[src/rtl/qrpm_pkg.sv]
// qrpm_pkg: constants, types and helper functions for the qr module placement masker
// no dependencies; used by every other file of the block
`default_nettype none

package qrpm_pkg;

    // grid geometry of a version-1 symbol
    localparam int unsigned GRID       = 21;
    localparam int unsigned LAST_IDX   = GRID - 1;
    localparam int unsigned FMT_LINE   = 8;   // format row and column
    localparam int unsigned TIMING     = 6;   // timing row and column
    localparam int unsigned FINDER_HI  = 12;  // finder corners start past this index
    localparam int unsigned PAIR_STEP  = 2;
    localparam int unsigned LAST_PAIR  = 2;   // right column of the last pair is at most this

    localparam int unsigned COORD_W    = 5;
    localparam int unsigned MASK_W     = 4;
    localparam int unsigned COUNT_W    = 9;
    localparam int unsigned VALUE_W    = 3;
    localparam int unsigned CFG_IDX_W  = 2;
    localparam int unsigned CFG_DATA_W = 9;

    // configuration register indexes
    localparam logic [CFG_IDX_W-1:0] CFG_FIRST_MASK  = 2'd0;
    localparam logic [CFG_IDX_W-1:0] CFG_SECOND_MASK = 2'd1;
    localparam logic [CFG_IDX_W-1:0] CFG_PAYLOAD_LEN = 2'd2;

    // input operations
    localparam logic OP_RESTART = 1'b0;
    localparam logic OP_PLACE   = 1'b1;

    // result values
    localparam logic [VALUE_W-1:0] VAL_LIGHT   = 3'd0;
    localparam logic [VALUE_W-1:0] VAL_PAYLOAD = 3'd1;
    localparam logic [VALUE_W-1:0] VAL_PADDING = 3'd4;

    // mask pattern codes
    localparam logic [MASK_W-1:0] MASK_RC_SUM2   = 4'd0;
    localparam logic [MASK_W-1:0] MASK_ROW2      = 4'd1;
    localparam logic [MASK_W-1:0] MASK_COL3      = 4'd2;
    localparam logic [MASK_W-1:0] MASK_RC_SUM3   = 4'd3;
    localparam logic [MASK_W-1:0] MASK_BLOCKS    = 4'd4;
    localparam logic [MASK_W-1:0] MASK_PROD      = 4'd5;
    localparam logic [MASK_W-1:0] MASK_PROD_PAR  = 4'd6;
    localparam logic [MASK_W-1:0] MASK_MIXED_PAR = 4'd7;

    localparam logic [MASK_W-1:0] MASK_NONE = 4'hF;

    typedef logic [COORD_W-1:0] coord_t;

    typedef struct packed {
        logic home;
        logic step;
    } walk_cmd_t;

    typedef struct packed {
        coord_t row;
        coord_t col;
        logic   reserved;
        logic   full;
    } walk_stat_t;

    // floor(v / 3) for v up to 31 by reciprocal multiply
    function automatic coord_t div3(input coord_t v);
        logic [9:0] prod;
        prod = {5'd0, v} * 10'd11;
        return prod[9:5];
    endfunction

    function automatic logic [1:0] mod3(input coord_t v);
        coord_t q;
        coord_t r;
        q = div3(v);
        r = v - coord_t'({q, 1'b0}) - q;
        return r[1:0];
    endfunction

    // reduce a value below six to its residue mod 3
    function automatic logic [1:0] fold3(input logic [2:0] v);
        logic [2:0] t;
        t = (v >= 3'd3) ? (v - 3'd3) : v;
        return t[1:0];
    endfunction

    function automatic logic mask_hit(input logic [MASK_W-1:0] m, input coord_t r,
                                      input coord_t c);
        logic [1:0] r3;
        logic [1:0] c3;
        logic [1:0] rc3;
        logic [1:0] p3;
        logic [3:0] prod3;
        logic       p2;
        logic       sum2;
        coord_t     cq;
        logic       hit;
        r3    = mod3(r);
        c3    = mod3(c);
        rc3   = fold3({1'b0, r3} + {1'b0, c3});
        prod3 = {2'd0, r3} * {2'd0, c3};
        p3    = fold3(prod3[2:0]);
        p2    = r[0] & c[0];
        sum2  = r[0] ^ c[0];
        cq    = div3(c);
        case (m)
            MASK_RC_SUM2:   hit = !sum2;
            MASK_ROW2:      hit = !r[0];
            MASK_COL3:      hit = (c3 == 2'd0);
            MASK_RC_SUM3:   hit = (rc3 == 2'd0);
            MASK_BLOCKS:    hit = !(r[1] ^ cq[0]);
            MASK_PROD:      hit = !p2 && (p3 == 2'd0);
            MASK_PROD_PAR:  hit = !(p2 ^ p3[0]);
            MASK_MIXED_PAR: hit = !(sum2 ^ p3[0]);
            default:        hit = 1'b0;
        endcase
        return hit;
    endfunction

    function automatic logic is_reserved(input coord_t r, input coord_t c);
        logic lo_r;
        logic lo_c;
        lo_r = (r < coord_t'(FMT_LINE));
        lo_c = (c < coord_t'(FMT_LINE));
        return (r == coord_t'(FMT_LINE)) || (c == coord_t'(FMT_LINE)) ||
               (lo_r && lo_c) ||
               (lo_r && (c > coord_t'(FINDER_HI))) ||
               ((r > coord_t'(FINDER_HI)) && lo_c) ||
               (r == coord_t'(TIMING)) || (c == coord_t'(TIMING));
    endfunction

endpackage

`default_nettype wire

[src/rtl/qrpm_channels.sv]
// qrpm channel interfaces: input item and result item streams with valid/ready
// depends on qrpm_pkg for field widths
`default_nettype none

interface qrpm_in_if;
    logic valid;
    logic ready;
    logic operation;
    logic data_bit;

    modport source (output valid, output operation, output data_bit, input ready);
    modport sink   (input valid, input operation, input data_bit, output ready);
endinterface

interface qrpm_out_if;
    logic                            valid;
    logic                            ready;
    logic [qrpm_pkg::COORD_W-1:0]    cell_row;
    logic [qrpm_pkg::COORD_W-1:0]    cell_col;
    logic [qrpm_pkg::VALUE_W-1:0]    cell_value;

    modport source (output valid, output cell_row, output cell_col, output cell_value,
                    input ready);
    modport sink   (input valid, input cell_row, input cell_col, input cell_value,
                    output ready);
endinterface

`default_nettype wire

[src/rtl/qr_module_placement_masker_unit.sv]
// qr_module_placement_masker_unit: top level, sequencer, config registers, result register
// depends on qrpm_pkg, qrpm_channels, qrpm_walker, qrpm_mask_unit
//
//  channel   dir   handshake      payload
//  in_ch     in    valid/ready    operation, data_bit
//  out_ch    out   valid/ready    cell_row, cell_col, cell_value
//  cfg       in    cfg_we only    cfg_index, cfg_data
//
// an item is taken while idle, then the walker visits one cell per cycle up to the next free
// cell or off the grid, holding on a free cell while the result register is stalled; the
// longest walk is where it turns around a finder corner and skips 36 reserved cells in a row
// restart and place items on a full grid finish in the accept cycle with no result
// reset is asynchronous and needs no clearing pass; registers come up as no mask, length 0
// a stalled result holds in the output register; the next item's scan waits on its free cell
`default_nettype none

module qr_module_placement_masker_unit (
    input  wire                                clk,
    input  wire                                rst_n,
    qrpm_in_if.sink                            in_ch,
    qrpm_out_if.source                         out_ch,
    input  wire                                cfg_we,
    input  wire [qrpm_pkg::CFG_IDX_W-1:0]      cfg_index,
    input  wire [qrpm_pkg::CFG_DATA_W-1:0]     cfg_data
);

    // sequencer states
    localparam logic ST_IDLE = 1'b0;
    localparam logic ST_SCAN = 1'b1;

    logic state_reg, state_next;

    // configuration registers
    logic [qrpm_pkg::MASK_W-1:0]  first_mask_reg;
    logic [qrpm_pkg::MASK_W-1:0]  second_mask_reg;
    logic [qrpm_pkg::COUNT_W-1:0] payload_len_reg;

    // item data and placement count
    logic                         bit_reg, bit_next;
    logic [qrpm_pkg::COUNT_W-1:0] placed_reg, placed_next;

    // result register
    logic                         out_valid_reg, out_valid_next;
    qrpm_pkg::coord_t             out_row_reg;
    qrpm_pkg::coord_t             out_col_reg;
    logic [qrpm_pkg::VALUE_W-1:0] out_value_reg;

    qrpm_pkg::walk_cmd_t  walk_cmd;
    qrpm_pkg::walk_stat_t walk_stat;

    logic in_take;
    logic load_out;
    logic out_free;
    logic dark;
    logic [qrpm_pkg::VALUE_W-1:0] value_now;

    qrpm_walker u_walker (
        .clk   (clk),
        .rst_n (rst_n),
        .cmd   (walk_cmd),
        .stat  (walk_stat)
    );

    qrpm_mask_unit u_mask (
        .data_bit    (bit_reg),
        .first_mask  (first_mask_reg),
        .second_mask (second_mask_reg),
        .row         (walk_stat.row),
        .col         (walk_stat.col),
        .dark        (dark)
    );

    assign in_ch.ready = (state_reg == ST_IDLE);
    assign in_take     = in_ch.valid && in_ch.ready;
    assign out_free    = !out_valid_reg || out_ch.ready;

    // dark bits inside the payload read 1, past it 4
    assign value_now = !dark ? qrpm_pkg::VAL_LIGHT :
                       (placed_reg < payload_len_reg) ? qrpm_pkg::VAL_PAYLOAD :
                                                        qrpm_pkg::VAL_PADDING;

    always_comb
    begin
        state_next     = state_reg;
        bit_next       = bit_reg;
        placed_next    = placed_reg;
        out_valid_next = out_valid_reg && !out_ch.ready;
        walk_cmd.home  = 1'b0;
        walk_cmd.step  = 1'b0;
        load_out       = 1'b0;
        case (state_reg)
            ST_IDLE:
            begin
                if (in_take)
                begin
                    if (in_ch.operation == qrpm_pkg::OP_RESTART)
                    begin
                        walk_cmd.home = 1'b1;
                        placed_next   = '0;
                    end
                    else if (!walk_stat.full)
                    begin
                        bit_next   = in_ch.data_bit;
                        state_next = ST_SCAN;
                    end
                end
            end
            ST_SCAN:
            begin
                if (walk_stat.full)
                begin
                    // ran past the last free cell: item ends with no result
                    state_next = ST_IDLE;
                end
                else if (walk_stat.reserved)
                begin
                    walk_cmd.step = 1'b1;
                end
                else if (out_free)
                begin
                    load_out       = 1'b1;
                    out_valid_next = 1'b1;
                    walk_cmd.step  = 1'b1;
                    placed_next    = placed_reg + qrpm_pkg::COUNT_W'(1);
                    state_next     = ST_IDLE;
                end
            end
            default:
            begin
                state_next = ST_IDLE;
            end
        endcase
    end

    always_ff @(posedge clk or negedge rst_n)
    begin
        if (!rst_n)
        begin
            state_reg       <= ST_IDLE;
            placed_reg      <= '0;
            out_valid_reg   <= 1'b0;
            first_mask_reg  <= qrpm_pkg::MASK_NONE;
            second_mask_reg <= qrpm_pkg::MASK_NONE;
            payload_len_reg <= '0;
        end
        else
        begin
            state_reg     <= state_next;
            placed_reg    <= placed_next;
            out_valid_reg <= out_valid_next;
            if (cfg_we)
            begin
                case (cfg_index)
                    qrpm_pkg::CFG_FIRST_MASK:
                        first_mask_reg <= cfg_data[qrpm_pkg::MASK_W-1:0];
                    qrpm_pkg::CFG_SECOND_MASK:
                        second_mask_reg <= cfg_data[qrpm_pkg::MASK_W-1:0];
                    qrpm_pkg::CFG_PAYLOAD_LEN:
                        payload_len_reg <= cfg_data[qrpm_pkg::COUNT_W-1:0];
                    default:
                        ;
                endcase
            end
        end
    end

    // payload registers, no reset
    always_ff @(posedge clk)
    begin
        bit_reg <= bit_next;
        if (load_out)
        begin
            out_row_reg   <= walk_stat.row;
            out_col_reg   <= walk_stat.col;
            out_value_reg <= value_now;
        end
    end

    assign out_ch.valid      = out_valid_reg;
    assign out_ch.cell_row   = out_row_reg;
    assign out_ch.cell_col   = out_col_reg;
    assign out_ch.cell_value = out_value_reg;

    // a result is only ever taken from a free cell on a grid that is not full
    assert property (@(posedge clk) disable iff (!rst_n)
        load_out |-> (!walk_stat.reserved && !walk_stat.full && (state_reg == ST_SCAN)))
    else $error("result loaded from a reserved cell or a full grid");

    // every result counts exactly one placed bit
    assert property (@(posedge clk) disable iff (!rst_n)
        load_out |=> (placed_reg == $past(placed_reg) + qrpm_pkg::COUNT_W'(1)))
    else $error("placement count did not advance with a result");

    // a scan that hits the end of the grid returns to idle next cycle
    assert property (@(posedge clk) disable iff (!rst_n)
        ((state_reg == ST_SCAN) && walk_stat.full) |=> (state_reg == ST_IDLE))
    else $error("scan did not stop at the end of the grid");

    // the cursor never leaves the grid
    assert property (@(posedge clk) disable iff (!rst_n)
        (walk_stat.row <= qrpm_pkg::coord_t'(qrpm_pkg::LAST_IDX)) &&
        (walk_stat.col <= qrpm_pkg::coord_t'(qrpm_pkg::LAST_IDX)))
    else $error("cursor outside the grid");

endmodule

`default_nettype wire

[src/rtl/qrpm_walker.sv]
// qrpm_walker: zigzag cursor over the grid, one cell step per command
// depends on qrpm_pkg for geometry, walk_cmd_t and walk_stat_t
`default_nettype none

module qrpm_walker (
    input  wire                       clk,
    input  wire                       rst_n,
    input  wire qrpm_pkg::walk_cmd_t  cmd,
    output qrpm_pkg::walk_stat_t      stat
);

    qrpm_pkg::coord_t row_reg, row_next;
    qrpm_pkg::coord_t col_reg, col_next;
    logic             side_reg, side_next;
    logic             up_reg, up_next;
    logic             full_reg, full_next;

    qrpm_pkg::coord_t cell_col;
    qrpm_pkg::coord_t col_dec;

    assign cell_col = col_reg - qrpm_pkg::coord_t'(side_reg);
    assign col_dec  = col_reg - qrpm_pkg::coord_t'(qrpm_pkg::PAIR_STEP);

    always_comb
    begin
        row_next  = row_reg;
        col_next  = col_reg;
        side_next = side_reg;
        up_next   = up_reg;
        full_next = full_reg;
        if (cmd.home)
        begin
            row_next  = qrpm_pkg::coord_t'(qrpm_pkg::LAST_IDX);
            col_next  = qrpm_pkg::coord_t'(qrpm_pkg::LAST_IDX);
            side_next = 1'b0;
            up_next   = 1'b1;
            full_next = 1'b0;
        end
        else if (cmd.step)
        begin
            if (!side_reg)
            begin
                side_next = 1'b1;
            end
            else
            begin
                side_next = 1'b0;
                if (up_reg && (row_reg != '0))
                begin
                    row_next = row_reg - qrpm_pkg::coord_t'(1);
                end
                else if (!up_reg && (row_reg != qrpm_pkg::coord_t'(qrpm_pkg::LAST_IDX)))
                begin
                    row_next = row_reg + qrpm_pkg::coord_t'(1);
                end
                else
                begin
                    // end of pair: turn around, move a pair left or set full
                    up_next = !up_reg;
                    if (col_reg <= qrpm_pkg::coord_t'(qrpm_pkg::LAST_PAIR))
                    begin
                        full_next = 1'b1;
                    end
                    else if (col_dec == qrpm_pkg::coord_t'(qrpm_pkg::TIMING))
                    begin
                        col_next = col_dec - qrpm_pkg::coord_t'(1);
                    end
                    else
                    begin
                        col_next = col_dec;
                    end
                end
            end
        end
    end

    always_ff @(posedge clk or negedge rst_n)
    begin
        if (!rst_n)
        begin
            row_reg  <= qrpm_pkg::coord_t'(qrpm_pkg::LAST_IDX);
            col_reg  <= qrpm_pkg::coord_t'(qrpm_pkg::LAST_IDX);
            side_reg <= 1'b0;
            up_reg   <= 1'b1;
            full_reg <= 1'b0;
        end
        else
        begin
            row_reg  <= row_next;
            col_reg  <= col_next;
            side_reg <= side_next;
            up_reg   <= up_next;
            full_reg <= full_next;
        end
    end

    assign stat.row      = row_reg;
    assign stat.col      = cell_col;
    assign stat.reserved = qrpm_pkg::is_reserved(row_reg, cell_col);
    assign stat.full     = full_reg;

endmodule

`default_nettype wire

[src/rtl/qrpm_mask_unit.sv]
// qrpm_mask_unit: applies the two selected mask patterns to one data bit
// depends on qrpm_pkg for mask_hit and widths
`default_nettype none

module qrpm_mask_unit (
    input  wire                           data_bit,
    input  wire [qrpm_pkg::MASK_W-1:0]    first_mask,
    input  wire [qrpm_pkg::MASK_W-1:0]    second_mask,
    input  wire [qrpm_pkg::COORD_W-1:0]   row,
    input  wire [qrpm_pkg::COORD_W-1:0]   col,
    output logic                          dark
);

    logic hit_a;
    logic hit_b;

    assign hit_a = qrpm_pkg::mask_hit(first_mask, row, col);
    assign hit_b = qrpm_pkg::mask_hit(second_mask, row, col);
    assign dark  = data_bit ^ hit_a ^ hit_b;

endmodule

`default_nettype wire

[src/flat_wrapper.sv]
// flat-port wrapper written by rule: the top's interface ports become plain ports
module qr_module_placement_masker_unit_flat 
  (clk, rst_n, cfg_we, cfg_index, cfg_data, in_ch_valid, in_ch_operation, in_ch_data_bit, in_ch_ready, out_ch_valid, out_ch_cell_row, out_ch_cell_col, out_ch_cell_value, out_ch_ready);
  qrpm_in_if in_ch_i ();
  qrpm_out_if out_ch_i ();
  input  wire clk;
  input  wire rst_n;
  input  wire cfg_we;
  input  wire [qrpm_pkg::CFG_IDX_W-1:0] cfg_index;
  input  wire [qrpm_pkg::CFG_DATA_W-1:0] cfg_data;
  input wire logic [$bits(in_ch_i.valid)-1:0] in_ch_valid;
  input wire logic [$bits(in_ch_i.operation)-1:0] in_ch_operation;
  input wire logic [$bits(in_ch_i.data_bit)-1:0] in_ch_data_bit;
  output wire logic [$bits(in_ch_i.ready)-1:0] in_ch_ready;
  output wire logic [$bits(out_ch_i.valid)-1:0] out_ch_valid;
  output wire logic [$bits(out_ch_i.cell_row)-1:0] out_ch_cell_row;
  output wire logic [$bits(out_ch_i.cell_col)-1:0] out_ch_cell_col;
  output wire logic [$bits(out_ch_i.cell_value)-1:0] out_ch_cell_value;
  input wire logic [$bits(out_ch_i.ready)-1:0] out_ch_ready;
  assign in_ch_i.valid = in_ch_valid;
  assign in_ch_i.operation = in_ch_operation;
  assign in_ch_i.data_bit = in_ch_data_bit;
  assign in_ch_ready = in_ch_i.ready;
  assign out_ch_valid = out_ch_i.valid;
  assign out_ch_cell_row = out_ch_i.cell_row;
  assign out_ch_cell_col = out_ch_i.cell_col;
  assign out_ch_cell_value = out_ch_i.cell_value;
  assign out_ch_i.ready = out_ch_ready;
  qr_module_placement_masker_unit u_core (.clk(clk), .rst_n(rst_n), .in_ch(in_ch_i), .out_ch(out_ch_i), .cfg_we(cfg_we), .cfg_index(cfg_index), .cfg_data(cfg_data));
endmodule
[config.mk]
export PLATFORM = sky130hd
export DESIGN_NAME = qr_module_placement_masker_unit_flat
export DESIGN_NICKNAME = d
export VERILOG_FILES = /design/src/rtl/qrpm_pkg.sv /design/src/rtl/qrpm_channels.sv /design/src/rtl/qr_module_placement_masker_unit.sv /design/src/rtl/qrpm_walker.sv /design/src/rtl/qrpm_mask_unit.sv /design/src/flat_wrapper.sv
export SDC_FILE = /design/constraint.sdc
export NUM_CORES = 1
export LEC_CHECK = 0
export BUFFER_PORTS_ARGS = -buffer_cell sky130_fd_sc_hd__buf_2
export CORE_UTILIZATION = 30
export CTS_BUF_LIST = sky130_fd_sc_hd__clkbuf_8
export DETAILED_ROUTE_END_ITERATION = 10
export SETUP_SLACK_MARGIN = 0.1
export SLEW_MARGIN = 20
export SYNTH_ARGS = -nofsm -noshare
export SYNTH_HDL_FRONTEND = slang
export SYNTH_HIERARCHICAL = 1
export SYNTH_SLANG_ARGS = --single-unit
[constraint.sdc]
create_clock -name clk -period 16.9 [get_ports clk]
set_input_delay 0.845 -clock clk [delete_from_list [all_inputs] [get_ports clk]]
set_output_delay 0.845 -clock clk [all_outputs]
set_load 0.03 [all_outputs]
Word level (Yosys, flattened, before mapping)
Index checks and enable logic that the tools add are counted.
- multiply operators: 3
- muxes and demuxes: 58
- bitwise logic cells: 9
- divide/modulo/power cells: 0
- reduce and logical (&&, ||, !) cells: 44
- $add $sub $neg: 13
- shift operators: 0
- equality and inequality tests: 30
- order comparisons: 8
- operators with widths (kind ; number):
    2-to-1 mux 5 bit ; 12
    2-to-1 mux 9 bit ; 5
    2-to-1 mux 1 bit ; 34
    equality test 4 x 3 -> 1 bit, second input constant ; 8
    one-hot mux 9 bit (2 select lines) ; 1
    equality test 4 x 2 -> 1 bit, second input constant ; 4
    inequality test 2 bit, second input constant ; 8
    one-hot mux 1 bit (8 select lines) ; 2
    equality test 5 x 3 -> 1 bit, second input constant ; 3
    AND reduction 5 bit ; 3
    multiplier 5 x 4 -> 7 bit, second input constant ; 2
    equality test 5 x 4 -> 1 bit, second input constant ; 2
    > comparator 5 x 4 -> 1 bit, second input constant ; 2
    < comparator 5 x 4 -> 1 bit, second input constant ; 2
    subtractor 5 x 1 -> 5 bit, second input constant ; 2
    adder 9 x 1 -> 9 bit, second input constant ; 1
    logical NOT 1 bit ; 9
    < comparator 9 bit ; 1
    equality test 4 x 1 -> 1 bit, second input constant ; 2
    logical AND 1 bit ; 8
    logical NOT 2 bit ; 4
    logical NOT 4 bit ; 2
    AND reduction 4 bit ; 2
    subtractor 2 bit ; 4
    other kinds (23) ; 42
- memories kept: 0
- bits in latches: 0
- word-level logic and storage cells: 180
- bits in registers: 55
- memory bits (writable): 0
- bits of input ports: 18
- bits in read-only memories: 0

Logic depth before layout (Yosys ltp)
Gate-level depths: netlist of the first run.
- depth in word-level cells: 13
- mapped depth: 27
- depth with buffers taken out: 26

Cells and area by module
Netlist of the first run, hierarchy kept.
- by module, submodules not included (module ; cells each ; instances ; sequential area each (sq um) ; area an instance (sq um)):
    qr_module_placement_masker_unit ; 150 ; 1 ; 1101.1 ; 1883.1
    qrpm_walker ; 153 ; 1 ; 331.6 ; 1248.7
    qrpm_mask_unit ; 113 ; 1 ; 0.0 ; 1041.0

Worst setup path before layout of the first run
No wires, ideal clock.
- path type: reg-to-reg
- start: register u_core.u_walker.col_reg[1]
- end: register u_core.out_value_reg, in the netlist u_core/out_ch.cell_value[0] (data pin)
- data arrival time: 5970 ps
- slack: 10675 ps
- stages on the path, launching flop included: 26
- period minus slack after synthesis: 6225 ps
- library setup time: 255 ps
- data required time: 16645 ps
- path through: dfrtp_1 -> inv_1 -> ha_1 -> clkbuf_1 -> nand2_1 -> xnor2_1 -> ha_1 -> fa_1 -> ha_1 -> a21oi_1 -> xnor2_1 -> ha_1 -> ha_1 -> nor2_1 -> xnor2_1 -> xnor2_2 -> and2_2 -> ha_1 -> ha_1 -> or3_1 -> a21oi_1 -> xor2_1 -> a221oi_1 -> a2bb2oi_1 -> xor3_1 -> and2_1
- RTL lines (element ; RTL line ; source):
    start: declaration ; qrpm_walker.sv:13 ; qrpm_pkg::coord_t col_reg, col_next;
    start signal: assignment ; qrpm_walker.sv:82 ; col_reg <= qrpm_pkg::coord_t'(qrpm_pkg::LAST_IDX);
    start signal: assignment ; qrpm_walker.sv:90 ; col_reg <= col_next;
    end signal: assignment ; qr_module_placement_masker_unit.sv:175 ; out_value_reg <= value_now;
    end: declaration ; qr_module_placement_masker_unit.sv:46 ; logic [qrpm_pkg::VALUE_W-1:0] out_value_reg;

==> impl_metrics.toml, run 1 <==
[clock_network]
post_cts_buffers = 0
cts_buffers = 5
insertion_delay_ns = 0.32
cts_tree = "built"
clk_pin_slew_worst_paths_ns = 0.11
cts_root_buffer = "clkbuf_8"
htree_levels = 2
postCtsResizedCells = 0
clock-sinks = 54
clockBufferDepth = 2
cts_hold_buf = 0

[yosys]
async_reset_ff_frac = 0.7593
syn_nets = 487
synth_edf_count = 13
ys_ff_latch = 54
seq_area_frac_synth = 0.3433
ys_types = 73
synthCells = 416
synth-main-ff-cell = "dfrtp_1"
syn-cell-area_um2 = 4173
yosysWarnings = 6
syn_avg_cell_area_um2 = 10.03

[worst_setup_path]
cp_max_fo = 10
endpoint_kind = "register"
cp_cell_sequence = "inv_1 > ha_1 > nand2_1 > xnor2_1 > ha_1 > fa_1 > ha_1 > a21oi_1 > xnor2_1 > ha_1 > ha_1 > nor2_1 > xnor2_1 > xnor2_2 > and2_2 > ha_1 > ha_1 > or3_1 > a21oi_1 > xor2_1 > a221oi_1 > a2bb2oi_1 > xor3_1 > and2_1"
worstPathRequired_ns = 16.99
crit_type = "register to register"
slowest_stage = "dfrtp_1"
worstSetupStartpointType = "register"
crit_path_max_incr_delay_ns = 0.49
cp_data_arrival_time_ns = 6.86
timing.rr.end = "u_core/out_ch.cell_value[0]"
r2r_cells = 24
r2r-start = "u_core/u_walker/col_reg[1]"
crit_top_cell = "ha_1"
rrSetupSlack_ns = 10.13
crit_start = "u_core/u_walker/col_reg[1]"

[route]
wire_per_inst_um = 13.76
drtIter0Drc = 144
met1_length_um = 3873
avgViaCountPerCell = 5.102
drc = 0
maxUsedRoutingLayer = "met4"
wl_met2_um = 4137
ant_nets = 0
drtPass1Iterations = 4
met3WireLength_um = 339
vias = 3153
drt-total-wl_um = 8502

[sta]
worst_slew_pin_slew_ns = 0.9647
fin_crit_sh = 0.4006
final-setup-viol-count = 0
max_freq_mhz = 147.7
finalHoldViolCount = 0
drv_slew = 0
rsz0062_at_grt = "false"
fin_setup_tns_ns = 0
clock_skew_ns = 0.007132
slew-limit-headroom = 0.3569
period_needed_ns = 6.771

[min_path]
hold_end = "u_core/payload_len_reg[0]"
hold_path.class = "register to register"
holdPathStages = 1
hold_start = "u_core/payload_len_reg[0]"

[final_layout]
area_delta_synth_final_pct = 9.595
mostFrequentLayoutCells = "ha_1, nand2_1, buf_2, dfrtp_1"
layout-drive-gt1-share = 0.1923
nNetsFinal = 512
final_common_cell = "ha_1"
antenna_cells = 0

[place]
hpwl_um = 6517
routabilityCongestion = 0.8280
portBuffers = 31

[floorplan]
io_pins = 33
initial_core_util = 0.3114
core_area_um2 = 13400
dieArea_um2 = 14380
fp.dieW_um = 119.9
rows = 42
die_y_um = 119.9

[global_routing]
grt_usage = 0.1240
grt_pass1_wl_um = 14420
grt-ovfl-total = 0
grt_max_degree = 42
antenna_found_initial = 0
grt_pass1_vias = 3104

[outcome]
status = "finished, final reports clean"

[flow_run]
drv_cap = 0
## synthesized netlist by cell type, types with 3 or more instances
master    count  area share
ha_1         49        0.15
a21oi_1      17       0.020
a211oi_1      4      0.0072
clkbuf_1      8      0.0072
mux2_2       18       0.049
xnor2_1      19       0.040
dfrtp_1      28        0.17
a41o_1        3      0.0072
inv_1        26       0.023
nand2_1      32       0.029
edfxtp_1     13       0.094
nor4b_1       3      0.0063
nand4_1       4      0.0060
xor2_1        6       0.013
nor2b_1       8       0.012
dfstp_2      13       0.082
o21ai_1       3      0.0036
o31ai_1       4      0.0072
o21bai_1      3      0.0054
nor2_1       26       0.023
nand3_1      11       0.013
nand2b_1      5      0.0075
and2_1        4      0.0060
mux2i_1       9       0.022
or3_1         3      0.0045
nand3b_1      6       0.011
fa_1          4       0.019
nor3_1        8      0.0096
o211ai_1      4      0.0072
o21ai_0      18       0.022
a31oi_1       6      0.0090
## metrics by stage
step                      instances  cell area [um^2]  setup WS, ns  hold WS, ns  utilization
final                           618              4573         10.13       0.5131       0.3413
after global routing            618              4573         9.650       0.5404       0.3413
after CTS                       618              4573         10.10       0.5209       0.3413
after detailed placement        610              4476         10.10       0.4927       0.3340
after global placement          610              4476         10.45       0.4872       0.3340
after floorplan                 416              4173         10.68       0.4692            -
## worst max path at each step
stage	to	cells after the start
2_1_floorplan	u_core/out_ch.cell_value[0]	25
3_3_place_gp	u_core/out_ch.cell_value[2]	23
3_5_place_dp	u_core/out_ch.cell_value[0]	24
4_1_cts	u_core/out_ch.cell_value[0]	25
5_1_grt	u_core/out_ch.cell_value[2]	24
6_report	u_core/out_ch.cell_value[0]	24
## worst max-delay path, delay by kind of cell (launching register included)
family / cells / cell delay (ns)
XOR/XNOR: 6 / 1.25
AO/OA/AOI/OAI: 4 / 1.04
adder cells (fa/ha/maj): 8 / 2.45
AND/OR/NAND/NOR: 5 / 1.12
buffers and inverters: 1 / 0.18
flip-flops: 1 / 0.49
## kinds of logic (layout without fill, tap and decap cells)
logic type	after synthesis	in the layout	share of synthesized area
simple gates	128	128	0.1688
compound gates	85	85	0.1403
flops	54	54	0.3433
fa+ha+maj	53	53	0.1661
buf+inv	40	66	0.04197
xor+xnor	28	28	0.06837
mux	27	27	0.07016
other cells	1	1	0.0008987
## per-layer routing
metal / GRT usage / vias up
met5: 0 / -
met4: 0.04297 / 0
met2: 0.2105 / 61
met1: 0.1532 / 1526
met3: 0.02852 / 10
li1: - / 1556
## cell type report
| type | count | area (um^2) |
|---|---|---|
| fill | 1371 | 8827 |
| timing repair buffer | 31 | 155.1 |
| clock inverter | 3 | 28.78 |
| multi-input combinational | 322 | 2565 |
| tap | 176 | 220.2 |
| sequential | 54 | 1433 |
| clock buffer | 5 | 68.82 |
| inverter | 27 | 102.6 |
Power of run 1 is left out: the tool's default activity adds up to more than one toggle a clock period on the data nets, which glitch-free logic cannot reach.
==> inputs of run 2 (changes only) <==
--- a/config.mk
+++ b/config.mk
@@ -5,6 +5,7 @@
 export SDC_FILE = /design/constraint.sdc
 export NUM_CORES = 1
 export LEC_CHECK = 0
+export ABC_AREA = 1
 export BUFFER_PORTS_ARGS = -buffer_cell sky130_fd_sc_hd__buf_2
 export CORE_UTILIZATION = 30
 export CTS_BUF_LIST = sky130_fd_sc_hd__clkbuf_8
==> constraint.sdc (replaced) <==
create_clock -name clk -period 6 [get_ports clk]
set_input_delay 0.3 -clock clk [delete_from_list [all_inputs] [get_ports clk]]
set_output_delay 0.3 -clock clk [all_outputs]
set_load 0.03 [all_outputs]
==> run 2 against run 1 <==
- critical path depth rose by 7
- sequential cell count did not move
- sequential share of layout area fell by 3.9 points
- wire length rose by 11%
- critical path type unchanged
- largest cell class unchanged
==> impl_metrics.toml, run 2 <==
[outcome]
status = "finished, final reports clean"

[final_layout]
area_delta_synth_final_pct = 16.34
final_common_cell = "nand2_1"
layout-drive-gt1-share = 0.2148
mostFrequentLayoutCells = "nand2_1, inv_1, nand3_1, ha_1, nor2_1"
antenna_cells = 0
final_cell_area_um2 = 5229
nNetsFinal = 731

[floorplan]
initial_core_util = 0.3081
rows = 44
die_y_um = 124.4
core_area_um2 = 14590
dieArea_um2 = 15470
io_pins = 33
fp.dieW_um = 124.4

[sta]
max_freq_mhz = 181.3
rsz0062_at_grt = "false"
drv_slew = 0
clock_skew_ns = 0.009402
slew-limit-headroom = 0.3679
fin_ws_ns = 0.4832
fin_setup_tns_ns = 0
final-setup-viol-count = 0
period_needed_ns = 5.517
finalHoldViolCount = 0
worst_slew_pin_slew_ns = 0.9481
fin_crit_sh = 0.9195

[yosys]
syn_avg_cell_area_um2 = 7.368
synth_area_leaders = "dfrtp_1, nand2_1, ha_1, edfxtp_1, inv_1"
synth_most_common_cell = "nand2_1"
synth-main-ff-cell = "dfrtp_1"
synthCells = 610
seq_area_frac_synth = 0.3188
yosysWarnings = 6
netlist_top_cells_count = "nand2_1, inv_1, nand3_1"
yosys.area.top_type = "dfrtp_1"
syn-cell-area_um2 = 4494
ys_ff_latch = 54
async_reset_ff_frac = 0.7593
ys_types = 39
syn_nets = 681
synth_top_area_share = 0.1559
synth_edf_count = 13

[clock_network]
cts_buffers = 5
cts_tree = "built"
cts_root_buffer = "clkbuf_8"
cts_hold_buf = 0
clock-sinks = 54
htree_levels = 2
clk_pin_slew_worst_paths_ns = 0.11
insertion_delay_ns = 0.33
clockBufferDepth = 2

[worst_setup_path]
endpoint_kind = "register"
rrSetupSlack_ns = 0.48
cp_max_fo = 3
timing.rr.end = "u_core/out_ch.cell_value[2]"
cp_data_arrival_time_ns = 5.61
crit_type = "register to register"
crit_path_max_incr_delay_ns = 0.49
r2r_cells = 31
worstPathRequired_ns = 6.09
r2r-start = "u_core/u_walker/row_reg[1]"
worstSetupStartpointType = "register"
slowest_stage = "fa_1"

[place]
portBuffers = 31
hpwl_um = 7260
routabilityCongestion = 0.8535
dp_slack_ns = 0.01376
placed_area_um2 = 4915

[global_routing]
grt_usage = 0.1293
grt_max_degree = 42
antenna_found_initial = 0
grt_pass1_wl_um = 16640
grt_pass1_vias = 3729
grt-ovfl-total = 0

[route]
drtPass1Iterations = 4
drt-total-wl_um = 9468
avgViaCountPerCell = 4.510
ant_nets = 0
drc = 0
wire_per_inst_um = 11.20
vias = 3811
drtIter0Drc = 211

[flow_run]
drv_cap = 0

[min_path]
hold_path.class = "input port to async pin"
[run 2: cell count changes in the layout (fill, tap and decap cells not counted), moves of 15 or more]
cell	delta
buf_4	+16
inv_1	+68
mux2_2	-18
nand2_1	+133
nand2_2	+19
nand3_1	+46
nor2_1	+15
xnor2_1	-19
[run 2: cells by family after synthesis]
logic type	synth area share
AOI/OAI and AO/OA	0.07656
DFF	0.3188
adders and majority gates	0.1542
xor gates and xnor gates	0.01754
and+or+nand+nor	0.3394
buffers and inverters	0.09270
other	0.0008344
[run 2: area by class of cell]
type | instances | area [um^2]
clock inverters | 2 | 38.79
flip-flops and latches | 54 | 1433
fillers | 1503 | 9360
inverters | 104 | 396.6
well taps | 184 | 230.2
repair buffers | 47 | 275.3
clock buffers | 6 | 82.58
multi-input cells | 448 | 2773
[run 2: worst max path at each step]
stage | start | end | slack, ns | cells after the start
floorplan | u_core/u_walker/col_reg[0] | u_core/out_ch.cell_value[2] | 0.32 | 31
global placement | u_core/u_walker/col_reg[2] | u_core/out_ch.cell_value[2] | 0.19 | 33
detailed placement | u_core/u_walker/col_reg[0] | u_core/out_ch.cell_value[2] | 0.01 | 32
CTS | u_core/u_walker/col_reg[2] | u_core/out_ch.cell_value[2] | 0.11 | 33
global route | u_core/u_walker/col_reg[0] | u_core/out_ch.cell_value[2] | 0.06 | 39
finish | u_core/u_walker/row_reg[1] | u_core/out_ch.cell_value[2] | 0.48 | 31
[run 2: metal layers]
metal,routed length (um),up-vias,GRT usage
met2,4430,42,0.2200
met1,4629,1715,0.1643
met3,287,8,0.02835
met4,120,0,0.03402
li1,-,2046,-
met5,0,-,0
[run 2: worst max-delay path: cells and delay by family (launching register included)]
kind	cells	cell delay (ns)
simple gates	13	1.33
xor+xnor	3	0.47
flops	1	0.39
compound gates	4	0.46
buf+inv	4	0.23
fa+ha+maj	7	2.40
[run 2: metrics by stage]
| stage | instances | hold WS [ns] | util |
|---|---|---|---|
| 4_1_cts | 838 | 0.1300 | 0.3466 |
| 6_report | 845 | 0.1119 | 0.3584 |
| 2_1_floorplan | 610 | 0.004409 | - |
| 5_1_grt | 845 | 0.1178 | 0.3584 |
| 3_3_place_gp | 829 | 0.4728 | 0.3369 |
| 3_5_place_dp | 829 | 0.4810 | 0.3369 |
[run 2: repair_timing]
item,CTS,global route
cloned,0,0
pin swaps,0,16
resized for setup,2,31
setup endpoints to repair,2,2
buffers inserted,1,7
Power of run 2 is left out for the same reason.
